$ cat src/lifestep_pkg.sv
// Shared types, constants and register codes of the Life step unit.
// Depends on nothing; every other file but the macro header imports it.
package lifestep_pkg;

	localparam int MAX_ROWS_DEF = 32;
	localparam int MAX_COLS_DEF = 128;

	localparam int ROW_COUNT_W = 6;
	localparam int COL_COUNT_W = 8;
	localparam int CFG_INDEX_W = 2;
	localparam int CFG_DATA_W  = 8;
	localparam int CELL_ROW_W  = 5;
	localparam int CELL_COL_W  = 7;

	localparam logic [ROW_COUNT_W-1:0] ROW_COUNT_RST = 6'd25;
	localparam logic [COL_COUNT_W-1:0] COL_COUNT_RST = 8'd80;
	localparam int MIN_ROWS = 1;
	localparam int MIN_COLS = 2;

	localparam int BIRTH_COUNT   = 3;
	localparam int SURVIVE_COUNT = 2;

	typedef enum logic [CFG_INDEX_W-1:0] {
		REG_ROW_COUNT = 2'd0,
		REG_COL_COUNT = 2'd1
	} cfg_reg_t;

	// One board column of the window: bit 0 north, bit 2 south.
	typedef logic [2:0] col_triple_t;

	// Bits 0..2 west column, 3..5 center column, 6..8 east column.
	typedef logic [8:0] window_t;

	localparam window_t MASK_WEST  = 9'h007;
	localparam window_t MASK_EAST  = 9'h1C0;
	localparam window_t MASK_NORTH = 9'h049;
	localparam window_t MASK_SOUTH = 9'h124;

	// One column entry of the row store, which holds two rows.
	typedef struct packed {
		logic middle;
		logic upper;
	} store_entry_t;

endpackage

$ cat src/lifestep_if.sv
// Valid/ready channel interfaces for the input and result items.
// Depends on lifestep_pkg.
interface lifestep_in_if
	import lifestep_pkg::*;
();
	logic valid;
	logic ready;
	logic cell_alive;
	logic frame_start;

	modport source (output valid, output cell_alive, output frame_start, input ready);
	modport sink (input valid, input cell_alive, input frame_start, output ready);
endinterface

interface lifestep_out_if
	import lifestep_pkg::*;
();
	logic                  valid;
	logic                  ready;
	logic                  next_alive;
	logic [CELL_ROW_W-1:0] cell_row;
	logic [CELL_COL_W-1:0] cell_col;
	logic                  frame_end;

	modport source (output valid, output next_alive, output cell_row, output cell_col,
		output frame_end, input ready);
	modport sink (input valid, input next_alive, input cell_row, input cell_col,
		input frame_end, output ready);
endinterface

$ cat src/life_cellular_automaton_step_unit.sv
// Top level of the streaming Life step unit (birth on 3, survival on 2 or 3).
// Depends on lifestep_pkg, lifestep_if, lifestep_row_store, lifestep_cell, lifestep_rule.
//
//   port      | dir | carries
//   ----------+-----+------------------------------------------------
//   cell_in   | in  | cell_alive, frame_start, one board cell per item
//   cell_out  | out | next_alive, cell_row, cell_col, frame_end
//   cfg_*     | in  | row_count (index 0), col_count (index 1)
//
// One item is taken per clock while cell_in.ready is high; a result leaves after the item that
// completes its window, through the window stage register and then the output register.
// The row store is read one column ahead, so cell_in.ready drops in the cycle after each
// configuration write.
// A stalled output holds one result in a spare stage, and stops input flow only when both
// are full. Reset clears positions, window, handshake state and the row store's written
// flags, so columns never written since reset read as dead cells.
module life_cellular_automaton_step_unit
	import lifestep_pkg::*;
#(
	parameter int MAX_ROWS = MAX_ROWS_DEF,
	parameter int MAX_COLS = MAX_COLS_DEF
) (
	input  logic                   clk,
	input  logic                   arst_n,
	input  logic                   cfg_wr_en,
	input  logic [CFG_INDEX_W-1:0] cfg_index,
	input  logic [CFG_DATA_W-1:0]  cfg_data,
	lifestep_in_if.sink            cell_in,
	lifestep_out_if.source         cell_out
);

	localparam int CIW = $clog2(MAX_COLS);
	localparam int CNW = $clog2(MAX_COLS + 1);
	localparam int CXW = (CNW > COL_COUNT_W) ? CNW : COL_COUNT_W;
	localparam int RPW = $clog2(MAX_ROWS + 3);
	localparam int RXW = (RPW > ROW_COUNT_W) ? RPW : ROW_COUNT_W;

	function automatic logic [RPW-1:0] bump_row(input logic [RPW-1:0] r,
		input logic [RPW-1:0] lim);
		return (r >= lim) ? lim : RPW'(r + RPW'(1));
	endfunction

	logic [ROW_COUNT_W-1:0] row_count_q;
	logic [COL_COUNT_W-1:0] col_count_q;
	logic                   cfg_blk_q;

	logic [RXW-1:0] row_ext;
	logic [CXW-1:0] col_ext;
	logic [RPW-1:0] rows;
	logic [CNW-1:0] cols;
	logic [RPW-1:0] ir_lim;
	logic [CIW-1:0] cc_last;
	logic [RPW-1:0] row_last;

	logic [RPW-1:0] ir_q, ir_base, ir_cur, ir_nxt, cr;
	logic [CIW-1:0] ic_q, ic_base, ic_cur, ic_nxt, cc, rd_addr;

	logic         in_acc;
	logic         adv_out;
	logic         adv_s1;
	logic         alive_eff;
	logic         emit;
	logic         frame_end_c;
	store_entry_t rd_data;
	store_entry_t wr_data;
	col_triple_t  triple;
	col_triple_t  east_q;
	col_triple_t  center_q;
	window_t      win_new;
	window_t      win_mask;

	logic                  valid_s1;
	window_t               win_s1;
	logic [CELL_ROW_W-1:0] row_s1;
	logic [CELL_COL_W-1:0] col_s1;
	logic                  end_s1;
	logic                  rule_next;

	logic                  out_valid_q;
	logic                  next_alive_q;
	logic [CELL_ROW_W-1:0] cell_row_q;
	logic [CELL_COL_W-1:0] cell_col_q;
	logic                  frame_end_q;

	always_ff @(posedge clk or negedge arst_n) begin
		if (!arst_n) begin
			row_count_q <= ROW_COUNT_RST;
			col_count_q <= COL_COUNT_RST;
			cfg_blk_q   <= 1'b0;
		end else begin
			cfg_blk_q <= cfg_wr_en;
			if (cfg_wr_en) begin
				unique case (cfg_reg_t'(cfg_index))
					REG_ROW_COUNT: row_count_q <= cfg_data[ROW_COUNT_W-1:0];
					REG_COL_COUNT: col_count_q <= cfg_data[COL_COUNT_W-1:0];
					default: ;
				endcase
			end
		end
	end

	always_comb begin
		row_ext = RXW'(row_count_q);
		col_ext = CXW'(col_count_q);
		if (row_ext < RXW'(MIN_ROWS)) begin
			rows = RPW'(MIN_ROWS);
		end else if (row_ext > RXW'(MAX_ROWS)) begin
			rows = RPW'(MAX_ROWS);
		end else begin
			rows = RPW'(row_ext);
		end
		if (col_ext < CXW'(MIN_COLS)) begin
			cols = CNW'(MIN_COLS);
		end else if (col_ext > CXW'(MAX_COLS)) begin
			cols = CNW'(MAX_COLS);
		end else begin
			cols = CNW'(col_ext);
		end
		ir_lim   = RPW'(rows + RPW'(2));
		cc_last  = CIW'(cols - CNW'(1));
		row_last = RPW'(rows - RPW'(1));
	end

	assign in_acc  = cell_in.valid && cell_in.ready;
	assign adv_out = !out_valid_q || cell_out.ready;
	assign adv_s1  = !valid_s1 || adv_out;
	assign cell_in.ready = !cfg_blk_q && adv_s1;

	always_comb begin
		ir_base = cell_in.frame_start ? '0 : ir_q;
		ic_base = cell_in.frame_start ? '0 : ic_q;
		if (CNW'(ic_base) >= cols) begin
			ic_cur = '0;
			ir_cur = bump_row(ir_base, ir_lim);
		end else begin
			ic_cur = ic_base;
			ir_cur = ir_base;
		end

		alive_eff = (ir_cur < rows) && cell_in.cell_alive;
		triple    = {alive_eff, rd_data.middle, rd_data.upper};
		wr_data   = '{middle: alive_eff, upper: rd_data.middle};

		emit = 1'b0;
		if (ic_cur == '0) begin
			emit = (ir_cur >= RPW'(2));
			cr   = RPW'(ir_cur - RPW'(2));
			cc   = cc_last;
		end else begin
			emit = (ir_cur >= RPW'(1));
			cr   = RPW'(ir_cur - RPW'(1));
			cc   = CIW'(ic_cur - CIW'(1));
		end
		emit = emit && (cr < rows);

		if (CNW'(ic_cur) + CNW'(1) >= cols) begin
			ic_nxt = '0;
			ir_nxt = bump_row(ir_cur, ir_lim);
		end else begin
			ic_nxt = CIW'(ic_cur + CIW'(1));
			ir_nxt = ir_cur;
		end

		if (in_acc) begin
			rd_addr = ic_nxt;
		end else if (CNW'(ic_q) >= cols) begin
			rd_addr = '0;
		end else begin
			rd_addr = ic_q;
		end

		win_new  = {triple, east_q, center_q};
		win_mask = '0;
		if (cc == '0) begin
			win_mask = win_mask | MASK_WEST;
		end
		if (cc == cc_last) begin
			win_mask = win_mask | MASK_EAST;
		end
		if (cr == '0) begin
			win_mask = win_mask | MASK_NORTH;
		end
		if (cr == row_last) begin
			win_mask = win_mask | MASK_SOUTH;
		end
		frame_end_c = (cr == row_last) && (cc == cc_last);
	end

	always_ff @(posedge clk or negedge arst_n) begin
		if (!arst_n) begin
			ir_q <= '0;
			ic_q <= '0;
		end else if (in_acc) begin
			ir_q <= ir_nxt;
			ic_q <= ic_nxt;
		end
	end

	lifestep_row_store #(
		.DEPTH (MAX_COLS),
		.AW    (CIW)
	) u_row_store (
		.clk     (clk),
		.arst_n  (arst_n),
		.wr_en   (in_acc),
		.wr_addr (ic_cur),
		.wr_data (wr_data),
		.rd_addr (rd_addr),
		.rd_data (rd_data)
	);

	lifestep_cell u_cell_east (
		.clk      (clk),
		.arst_n   (arst_n),
		.shift_en (in_acc),
		.col_in   (triple),
		.col_q    (east_q)
	);

	lifestep_cell u_cell_center (
		.clk      (clk),
		.arst_n   (arst_n),
		.shift_en (in_acc),
		.col_in   (east_q),
		.col_q    (center_q)
	);

	always_ff @(posedge clk or negedge arst_n) begin
		if (!arst_n) begin
			valid_s1 <= 1'b0;
		end else if (adv_s1) begin
			valid_s1 <= in_acc && emit;
		end
	end

	always_ff @(posedge clk) begin
		if (in_acc && emit) begin
			win_s1 <= win_new & ~win_mask;
			row_s1 <= CELL_ROW_W'(cr);
			col_s1 <= CELL_COL_W'(cc);
			end_s1 <= frame_end_c;
		end
	end

	lifestep_rule u_rule (
		.win        (win_s1),
		.next_alive (rule_next)
	);

	always_ff @(posedge clk or negedge arst_n) begin
		if (!arst_n) begin
			out_valid_q <= 1'b0;
		end else if (adv_out) begin
			out_valid_q <= valid_s1;
		end
	end

	always_ff @(posedge clk) begin
		if (adv_out && valid_s1) begin
			next_alive_q <= rule_next;
			cell_row_q   <= row_s1;
			cell_col_q   <= col_s1;
			frame_end_q  <= end_s1;
		end
	end

	assign cell_out.valid      = out_valid_q;
	assign cell_out.next_alive = next_alive_q;
	assign cell_out.cell_row   = cell_row_q;
	assign cell_out.cell_col   = cell_col_q;
	assign cell_out.frame_end  = frame_end_q;

endmodule

$ cat src/lifestep_row_store.sv
// Column-indexed store of the two rows above the input row.
// Depends on lifestep_pkg; one write and one registered read per cycle, and a written flag
// per column makes entries never written since reset read as dead cells.
module lifestep_row_store
	import lifestep_pkg::*;
#(
	parameter int DEPTH = MAX_COLS_DEF,
	parameter int AW    = $clog2(DEPTH)
) (
	input  logic         clk,
	input  logic         arst_n,
	input  logic         wr_en,
	input  logic [AW-1:0] wr_addr,
	input  store_entry_t wr_data,
	input  logic [AW-1:0] rd_addr,
	output store_entry_t rd_data
);

	store_entry_t     mem [DEPTH];
	store_entry_t     rd_raw_q;
	logic [DEPTH-1:0] written_q;
	logic             rd_written_q;

	always_ff @(posedge clk) begin
		if (wr_en) begin
			mem[wr_addr] <= wr_data;
		end
		rd_raw_q <= mem[rd_addr];
	end

	always_ff @(posedge clk or negedge arst_n) begin
		if (!arst_n) begin
			written_q    <= '0;
			rd_written_q <= 1'b0;
		end else begin
			if (wr_en) begin
				written_q[wr_addr] <= 1'b1;
			end
			rd_written_q <= written_q[rd_addr];
		end
	end

	assign rd_data = rd_written_q ? rd_raw_q : '0;

endmodule

$ cat src/lifestep_cell.sv
// One column cell of the 3x3 window chain; takes its neighbor's column on a shift.
// Depends on lifestep_pkg.
module lifestep_cell
	import lifestep_pkg::*;
(
	input  logic        clk,
	input  logic        arst_n,
	input  logic        shift_en,
	input  col_triple_t col_in,
	output col_triple_t col_q
);

	always_ff @(posedge clk or negedge arst_n) begin
		if (!arst_n) begin
			col_q <= '0;
		end else if (shift_en) begin
			col_q <= col_in;
		end
	end

endmodule

$ cat src/lifestep_rule.sv
// Neighbor count and birth-on-three, survive-on-two-or-three decision.
// Depends on lifestep_pkg; purely combinational.
module lifestep_rule
	import lifestep_pkg::*;
(
	input  window_t win,
	output logic    next_alive
);

	logic [3:0] count;

	always_comb begin
		count = '0;
		for (int k = 0; k < 9; k++) begin
			if (k != 4) begin
				count = count + 4'(win[k]);
			end
		end
		if (win[4]) begin
			next_alive = (count == 4'(SURVIVE_COUNT)) || (count == 4'(BIRTH_COUNT));
		end else begin
			next_alive = (count == 4'(BIRTH_COUNT));
		end
	end

endmodule

$ cat src/flat_wrapper.sv
// flat-port wrapper written by rule: the top's interface ports become plain ports
module life_cellular_automaton_step_unit_flat import lifestep_pkg::*;
#(
	parameter int MAX_ROWS = MAX_ROWS_DEF,
	parameter int MAX_COLS = MAX_COLS_DEF
)
  (clk, arst_n, cfg_wr_en, cfg_index, cfg_data, cell_in_valid, cell_in_cell_alive, cell_in_frame_start, cell_in_ready, cell_out_valid, cell_out_next_alive, cell_out_cell_row, cell_out_cell_col, cell_out_frame_end, cell_out_ready);
  lifestep_in_if cell_in_i ();
  lifestep_out_if cell_out_i ();
  input  logic clk;
  input  logic arst_n;
  input  logic cfg_wr_en;
  input  logic [CFG_INDEX_W-1:0] cfg_index;
  input  logic [CFG_DATA_W-1:0] cfg_data;
  input wire logic [$bits(cell_in_i.valid)-1:0] cell_in_valid;
  input wire logic [$bits(cell_in_i.cell_alive)-1:0] cell_in_cell_alive;
  input wire logic [$bits(cell_in_i.frame_start)-1:0] cell_in_frame_start;
  output wire logic [$bits(cell_in_i.ready)-1:0] cell_in_ready;
  output wire logic [$bits(cell_out_i.valid)-1:0] cell_out_valid;
  output wire logic [$bits(cell_out_i.next_alive)-1:0] cell_out_next_alive;
  output wire logic [$bits(cell_out_i.cell_row)-1:0] cell_out_cell_row;
  output wire logic [$bits(cell_out_i.cell_col)-1:0] cell_out_cell_col;
  output wire logic [$bits(cell_out_i.frame_end)-1:0] cell_out_frame_end;
  input wire logic [$bits(cell_out_i.ready)-1:0] cell_out_ready;
  assign cell_in_i.valid = cell_in_valid;
  assign cell_in_i.cell_alive = cell_in_cell_alive;
  assign cell_in_i.frame_start = cell_in_frame_start;
  assign cell_in_ready = cell_in_i.ready;
  assign cell_out_valid = cell_out_i.valid;
  assign cell_out_next_alive = cell_out_i.next_alive;
  assign cell_out_cell_row = cell_out_i.cell_row;
  assign cell_out_cell_col = cell_out_i.cell_col;
  assign cell_out_frame_end = cell_out_i.frame_end;
  assign cell_out_i.ready = cell_out_ready;
  life_cellular_automaton_step_unit #(.MAX_ROWS(MAX_ROWS), .MAX_COLS(MAX_COLS)) u_core (.clk(clk), .arst_n(arst_n), .cfg_wr_en(cfg_wr_en), .cfg_index(cfg_index), .cfg_data(cfg_data), .cell_in(cell_in_i), .cell_out(cell_out_i));
endmodule
$ cat config.mk
export PLATFORM = sky130hd
export DESIGN_NAME = life_cellular_automaton_step_unit_flat
export DESIGN_NICKNAME = d
export VERILOG_FILES = /design/src/lifestep_pkg.sv /design/src/lifestep_if.sv /design/src/life_cellular_automaton_step_unit.sv /design/src/lifestep_row_store.sv /design/src/lifestep_cell.sv /design/src/lifestep_rule.sv /design/src/flat_wrapper.sv
export SDC_FILE = /design/constraint.sdc
export NUM_CORES = 1
export LEC_CHECK = 0
export ABC_AREA = 1
export BUFFER_PORTS_ARGS = -buffer_cell sky130_fd_sc_hd__buf_2
export CAP_MARGIN = 10
export CELL_PAD_IN_SITES_DETAIL_PLACEMENT = 0
export CELL_PAD_IN_SITES_GLOBAL_PLACEMENT = 2
export CORE_MARGIN = 4
export CORE_UTILIZATION = 37
export CTS_CLUSTER_DIAMETER = 120
export DETAILED_ROUTE_END_ITERATION = 8
export PLACE_DENSITY_LB_ADDON = 0.1
export SYNTH_ARGS = -nofsm -noshare
export SYNTH_HDL_FRONTEND = slang
export SYNTH_HIERARCHICAL = 1
export SYNTH_SLANG_ARGS = --single-unit
export TNS_END_PERCENT = 10
$ cat constraint.sdc
create_clock -name clk -period 5.3 [get_ports clk]
set_input_delay 0 -clock clk [delete_from_list [all_inputs] [get_ports clk]]
set_output_delay 0 -clock clk [all_outputs]
set_load 0.1 [all_outputs]
Yosys cells after proc, flatten, opt, wreduce, memory -nomap -nowiden

Memory sizes are Yosys's and may differ from the RTL's. A register that Yosys moved wholly into a read port is not among the register bits.
Index checks and enable logic that the tools add are counted.

Output and inout port bits: 16
Word-level logic and storage cells: 110
ROM bits: 0
Bits in writable memories: 256
Register bits after elaboration: 201
Input port bits: 17
Memories kept: 1
Latch bits: 0

Multiply operators: 0
Bitwise operators: 3
Muxes and demuxes: 29
Reductions and logical operators: 20
Div/mod/pow operators: 0
Shift operators: 0
Eq/ne operators: 5
$lt $le $gt $ge: 16
Add/subtract/negate cells: 17

Memory list:

| name                   | depth | width | read ports | clocked after memory_dff | write ports | RTL line                 | RTL |
|---|---|---|---|---|---|---|---|
| u_core.u_row_store.mem | 128   | 2     | 1          | 1                        | 1           | lifestep_row_store.sv:19 | `store_entry_t mem [DEPTH];` |

Operators by type and width:

| kind                | number |
|---|---|
| $or 128x128->128    | 1 |
| $mux 7              | 7 |
| $mux 6              | 8 |
| $mux 9              | 2 |
| $add 4x1->4         | 4 |
| $ge 7x8->1          | 2 |
| $lt 7x8->1 const B  | 2 |
| $mux 8              | 2 |
| $logic_not 7->1     | 2 |
| $sub 7x1->7 const B | 2 |
| $add 6x1->6 const B | 2 |
| $ge 6x6->1          | 2 |
| $lt 6x6->1          | 2 |
| $sub 6x1->6 const B | 2 |
| $and 9x9->9         | 1 |
| $not 9->9           | 1 |
| $add 7x1->8 const B | 1 |
| $eq 4x2->1 const B  | 2 |
| $ge 8x8->1          | 1 |
| $gt 8x8->1 const B  | 1 |
| $logic_and 1x1->1   | 8 |
| $lt 8x2->1 const B  | 1 |
| $add 7x1->7 const B | 1 |
| $bmux 1 s7          | 1 |
| 22 further kinds    | 32 |

Longest topological paths before layout

Depth after elaboration: 14
Depth in mapped cells: 43
Depth with buffers taken out: 39

Cells and area by module

Netlist, hierarchy kept.

Modules (own cells, without submodules):

| module                            | area an instance (µm²) | instances | cells each | sequential area each (µm²) |
|---|---|---|---|---|
| lifestep_row_store                | 16528.4                | 1         | 1596       | 10955.5 |
| life_cellular_automaton_step_unit | 5147.4                 | 1         | 661        | 1838.0 |
| lifestep_cell                     | 112.6                  | 2         | 13         | 75.1 |
| lifestep_rule                     | 185.2                  | 1         | 21         | 0.0 |

Worst setup path after synthesis

No wires, ideal clock.

Path kind: reg-to-reg
From: register u_core.col_count_q[4]
To: register u_core.col_s1[0], enable pin
Setup slack: -0.525 ns
Cell stages (with the launch flop): 27
Arrival time: 5.394 ns
Setup time: 0.430 ns
Data required time: 4.870 ns
Path through: dfstp_2 > inv_1 > nand3_1 > inv_1 > nand2_1 > nand2_1 > a21oi_1 > ha_1 > a21oi_1 > o21ai_0 > nand2_1 > nand3_4 > nor2_1 > inv_2 > ha_1 > nand3_2 > inv_1 > nand2_2 > nand3_1 > nand3_1 > nand2_1 > nand2_1 > inv_1 > ha_1 > a21oi_1 > o221ai_1 > nor3_1

Cells in the longest elaborated chain, start to end: 10

Ends and longest elaborated chain:

| what                       | RTL line                                 | RTL |
|---|---|---|
| from (decl)                | life_cellular_automaton_step_unit.sv:44  | `logic [COL_COUNT_W-1:0] col_count_q;` |
| from (signal assigned)     | life_cellular_automaton_step_unit.sv:95  | `REG_COL_COUNT: col_count_q <= cfg_data[COL_COUNT_W-1:0];` |
| $gt 8x8->1                 | life_cellular_automaton_step_unit.sv:114 | `end else if (col_ext > CXW'(MAX_COLS)) begin` |
| $mux 8                     | life_cellular_automaton_step_unit.sv:114 |  |
| $mux 8 (*)                 | life_cellular_automaton_step_unit.sv:112 | `if (col_ext < CXW'(MIN_COLS)) begin` |
| $ge 7x8->1 (*)             | life_cellular_automaton_step_unit.sv:132 | `if (CNW'(ic_base) >= cols) begin` |
| $mux 7 (*)                 | life_cellular_automaton_step_unit.sv:132 |  |
| named net u_core.ic_cur[0] | life_cellular_automaton_step_unit.sv:56  | `logic [CIW-1:0] ic_q, ic_base, ic_cur, ic_nxt, cc, rd_addr;` |
| $logic_not 7->1 (*)        | life_cellular_automaton_step_unit.sv:145 | `if (ic_cur == '0) begin` |
| $mux 6 (*)                 | life_cellular_automaton_step_unit.sv:145 |  |
| named net u_core.cr[3]     | life_cellular_automaton_step_unit.sv:55  | `logic [RPW-1:0] ir_q, ir_base, ir_cur, ir_nxt, cr;` |
| $lt 6x6->1 (*)             | life_cellular_automaton_step_unit.sv:154 | `emit = emit && (cr < rows);` |
| $logic_and 1x1->1 (*)      | life_cellular_automaton_step_unit.sv:154 |  |
| $logic_and 1x1->1 (*)      | life_cellular_automaton_step_unit.sv:237 | `if (in_acc && emit) begin` |
| to (signal assigned)       | life_cellular_automaton_step_unit.sv:240 | `col_s1 <= CELL_COL_W'(cc);` |
| to (decl)                  | life_cellular_automaton_step_unit.sv:75  | `logic [CELL_COL_W-1:0] col_s1;` |

The timed path passes the listed nets; every way through them passes the cells marked *.
A chain may end at the register's enable or synchronous reset.

Worst setup path after layout

From: register u_core.col_count_q[6]
To: register u_core/u_row_store/rd_raw_q[1] (netlist name)

Cells in the longest elaborated chain, start to end: 9

Ends and longest elaborated chain:

| what                        | RTL line                                 | RTL |
|---|---|---|
| $gt 8x8->1                  | life_cellular_automaton_step_unit.sv:114 |  |
| $mux 8                      | life_cellular_automaton_step_unit.sv:114 |  |
| $mux 8 (*)                  | life_cellular_automaton_step_unit.sv:112 |  |
| $ge 7x8->1 (*)              | life_cellular_automaton_step_unit.sv:132 |  |
| $mux 7 (*)                  | life_cellular_automaton_step_unit.sv:132 |  |
| named net u_core.ic_cur[1]  | life_cellular_automaton_step_unit.sv:56  |  |
| $add 7x1->8                 | life_cellular_automaton_step_unit.sv:156 | `if (CNW'(ic_cur) + CNW'(1) >= cols) begin` |
| $ge 8x8->1                  | life_cellular_automaton_step_unit.sv:156 |  |
| $mux 7 (*)                  | life_cellular_automaton_step_unit.sv:156 |  |
| $mux 7 (*)                  | life_cellular_automaton_step_unit.sv:164 | `if (in_acc) begin` |
| named net u_core.rd_addr[1] | life_cellular_automaton_step_unit.sv:56  |  |

Marked as above.

==> key figures <==
Power and ir drop
  – Worst VDD drop: 0.2963 mV
  – Pleak: 11.99 nW
  – Cell Pwr Density: 510.9 nW/um^2
  – Final Total Pwr: 14.01 mW

Place
  – Input/output buffers: 32
  – Detailed Place HPWL: 44460 um
  – Pre-CTS setup slack: -0.3026 ns
  – Dpl cell area: 23990 um^2
  – Routability congestion estimate: 0.8562

Yosys
  – Yosys warnings: 6
  – Yosys top cell area share: 0.3970
  – Synth Instances: 2304
  – Ys async rst share: 0.3595
  – Top post-synthesis cells by area: edfxtp_1 (40%), dfrtp_1 (18%), nand2_1 (11%)
  – Post-synthesis sequential area ratio: 0.5861
  – Netlist cell types: 52
  – #FFs+latches synth: 459
  – Post-synth top area cell: edfxtp_1
  – Post-synth EDFFs: 292
  – Syn Area/Cell: 9.586 um^2
  – Synth Flop Type: edfxtp_1
  – Count leader, synth: nand2_1
  – Synthesized Nets: 2380
  – Most frequent cells after synthesis: nand2_1 (643), nand3_1 (399), edfxtp_1 (292)
  – Netlist Area Pre-Place: 22090 um^2

Setup path
  – Critical path launch point: u_core/col_count_q[6]
  – Register-to-register setup slack: 0.05 ns
  – Critical Path End Type: flop
  – Reg-to-reg startpoint: u_core/col_count_q[6]
  – Critical Path RT: 5.79 ns
  – Reg2reg path depth: 39
  – Worst reg2reg endpoint: u_core/u_row_store/rd_raw_q[1]
  – WS Path Type: reg2reg
  – Critical Path Max Stage Delay: 0.54 ns
  – Arrival @ worst endpoint: 5.74 ns
  – Critical-path top delay cell: dfstp_2
  – Startpoint Class: flop
  – Most common cell on crit path: nand2_1
  – CP max FO: 7

Route
  – Via/cell ratio: 5.101
  – Iteration-0 DRC Markers: 1072
  – Drt pass-1 iters: 5
  – DRC viols: 0
  – Wirelength per Cell: 21.16 um
  – Antenna viol nets, final: 0
  – Vias post-DR: 16.98k
  – Post-Route WL: 70410 um

Clocking
  – Worst skew pair latency: 0.61 ns
  – Worst-path clk slew: 0.06 ns
  – CTS Buffer Depth: 3
  – Clk sinks: 459
  – H-tree depth: 2
  – Clock tree from TritonCTS: yes
  – Clk root buf: clkbuf_16
  – Inserted Clock Buffers: 54

Flow run
  – MaxCap Viol Count: 0

Timing
  – RSZ-0062 raised after global routing: true
  – Worst slew margin: 0.1702
  – Final hold violation count: 0
  – Clock Skews: 0.02292 ns
  – Fin crit share: 0.9902
  – Slew Viols, Final: 0
  – WHS: 0.06240 ns
  – Worst Slack Setup Final: 0.05176 ns
  – Worst-margin pin slew: 1.234 ns
  – Final setup viols: 0
  – Max frequency: 0.1905 GHz
  – Final min period: 5.248 ns

Worst hold path
  – Worst hold path class: in2async

Final layout
  – N_diodes: 0
  – Util after Layout: 0.4646
  – Area Overhead vs Synth: 24.14%
  – Cell area after layout: 27420 um^2
  – Layout cells sized above 1: 0.2470
  – # nets final: 2586

GRT
  – Vias in the first global route: 17.28k
  – Global route total overflow: 0
  – GRT Util Overall: 0.2151
  – Largest net degree at the start of global routing: 89
  – Antenna violations before repair: 0
  – First-pass GRT wire length: 104800 um

Run status
  – Status: complete, no violations

Die
  – Boundary pin count: 33
  – Die W: 252.3 um
  – Die H: 252.3 um
  – Core box area: 59020 um^2
  – Site Rows: 89
  – Initial Util: 0.3742
  – Die area: 63670 um^2
## worst max-delay path, delay by kind of cell, from the launching register on
kind | cells | cell delay (ns)
buffers and inverters | 7 | 0.94
AO/OA/AOI/OAI | 5 | 0.81
flip-flops | 1 | 0.54
XOR/XNOR | 1 | 0.21
adder cells (fa/ha/maj) | 3 | 0.68
AND/OR/NAND/NOR | 23 | 1.93
## power by group
group | switching, mW | internal (mW)
sequential | 0.107 | 4.47
clock | 1.49 | 2.06
combinational | 3.72 | 2.17
## metrics by stage
| stage | std cells | TNS (ns) |
|---|---|---|
| final | 3328 | 0 |
| after global routing | 3328 | -0.7280 |
| after CTS | 3301 | 0 |
| after detailed placement | 3142 | -0.8440 |
| after global placement | 3142 | -0.5477 |
| after floorplan | 2304 | -0.7984 |
## area by class of cell
| type | count | area, um^2 |
|---|---|---|
| timing repair buffer | 247 | 2695 |
| inverter | 144 | 574.3 |
| clock inverter | 21 | 151.4 |
| tap | 773 | 967.2 |
| sequential | 459 | 12940 |
| fill | 5671 | 31600 |
| multi-input combinational | 1603 | 8543 |
| clock buffer | 80 | 1539 |
| timing repair inverter | 1 | 5.005 |
## flip-flops by register name, indices dropped and copies added (netlist names), 6 cells and up
register	cells
u_core/cell_out.cell_col	7
u_core/col_count_q	8
u_core/col_s1	7
u_core/ic_q	7
u_core/ir_q	6
u_core/row_count_q	6
u_core/u_row_store/mem	256
u_core/u_row_store/written_q	128
u_core/win_s1	9
## placed cells by master (no fill, tap or decap), types with 5 or more instances in the layout
| master | n |
|---|---|
| a21oi_1 | 30 |
| clkbuf_1 | 17 |
| inv_1 | 121 |
| buf_16 | 8 |
| buf_6 | 11 |
| buf_4 | 129 |
| clkbuf_16 | 63 |
| buf_2 | 31 |
| nand2_4 | 6 |
| dfrtp_1 | 160 |
| nand4_1 | 8 |
| nor2_2 | 12 |
| a21oi_2 | 5 |
| xor2_1 | 15 |
| nand3_4 | 5 |
| nand2_2 | 40 |
| inv_2 | 16 |
| edfxtp_1 | 292 |
| o21ai_0 | 33 |
| buf_12 | 37 |
| nor3_1 | 16 |
| nor2_1 | 172 |
| or2_2 | 129 |
| clkinv_1 | 6 |
| dfstp_2 | 5 |
| nand3_1 | 333 |
| ha_1 | 54 |
| nand2_1 | 618 |
| clkbuf_8 | 10 |
| dlygate4sd3_1 | 17 |
| clkinv_2 | 11 |
| nand3_2 | 72 |
## repair_timing
action | CTS | global route
hold buffers | 17 | 0
setup buffers | 34 | 19
hold endpoints to repair | 112 | 0
gates resized for setup | 66 | 103
setup endpoints to repair | 3 | 3
cloned | 7 | 12
pin swaps | 29 | 51
## logic make-up after synthesis
| kind of cell | share of synthesized area |
|---|---|
| xor+xnor | 0.007535 |
| buf+inv | 0.05382 |
| flops | 0.5861 |
| simple gates | 0.2921 |
| mux | 0.0005098 |
| compound gates | 0.02515 |
| fa+ha+maj | 0.03478 |
## worst max path at each step
| stage | cells after the start | end |
|---|---|---|
| 2_1_floorplan | 40 | u_core/u_row_store/rd_written_q |
| 3_3_place_gp | 38 | u_core/u_row_store/rd_raw_q[0] |
| 3_5_place_dp | 39 | u_core/u_row_store/rd_raw_q[0] |
| 4_1_cts | 39 | u_core/u_row_store/rd_written_q |
| 5_1_grt | 40 | u_core/u_row_store/rd_raw_q[1] |
| 6_report | 39 | u_core/u_row_store/rd_raw_q[1] |
## metal layers
metal	GRT usage	routed length, um
met5	0	0
met4	0.06668	2204
met3	0.03056	2809
met2	0.3738	35220
met1	0.2802	30170
No activity file was read; power rests on OpenSTA's default activity.
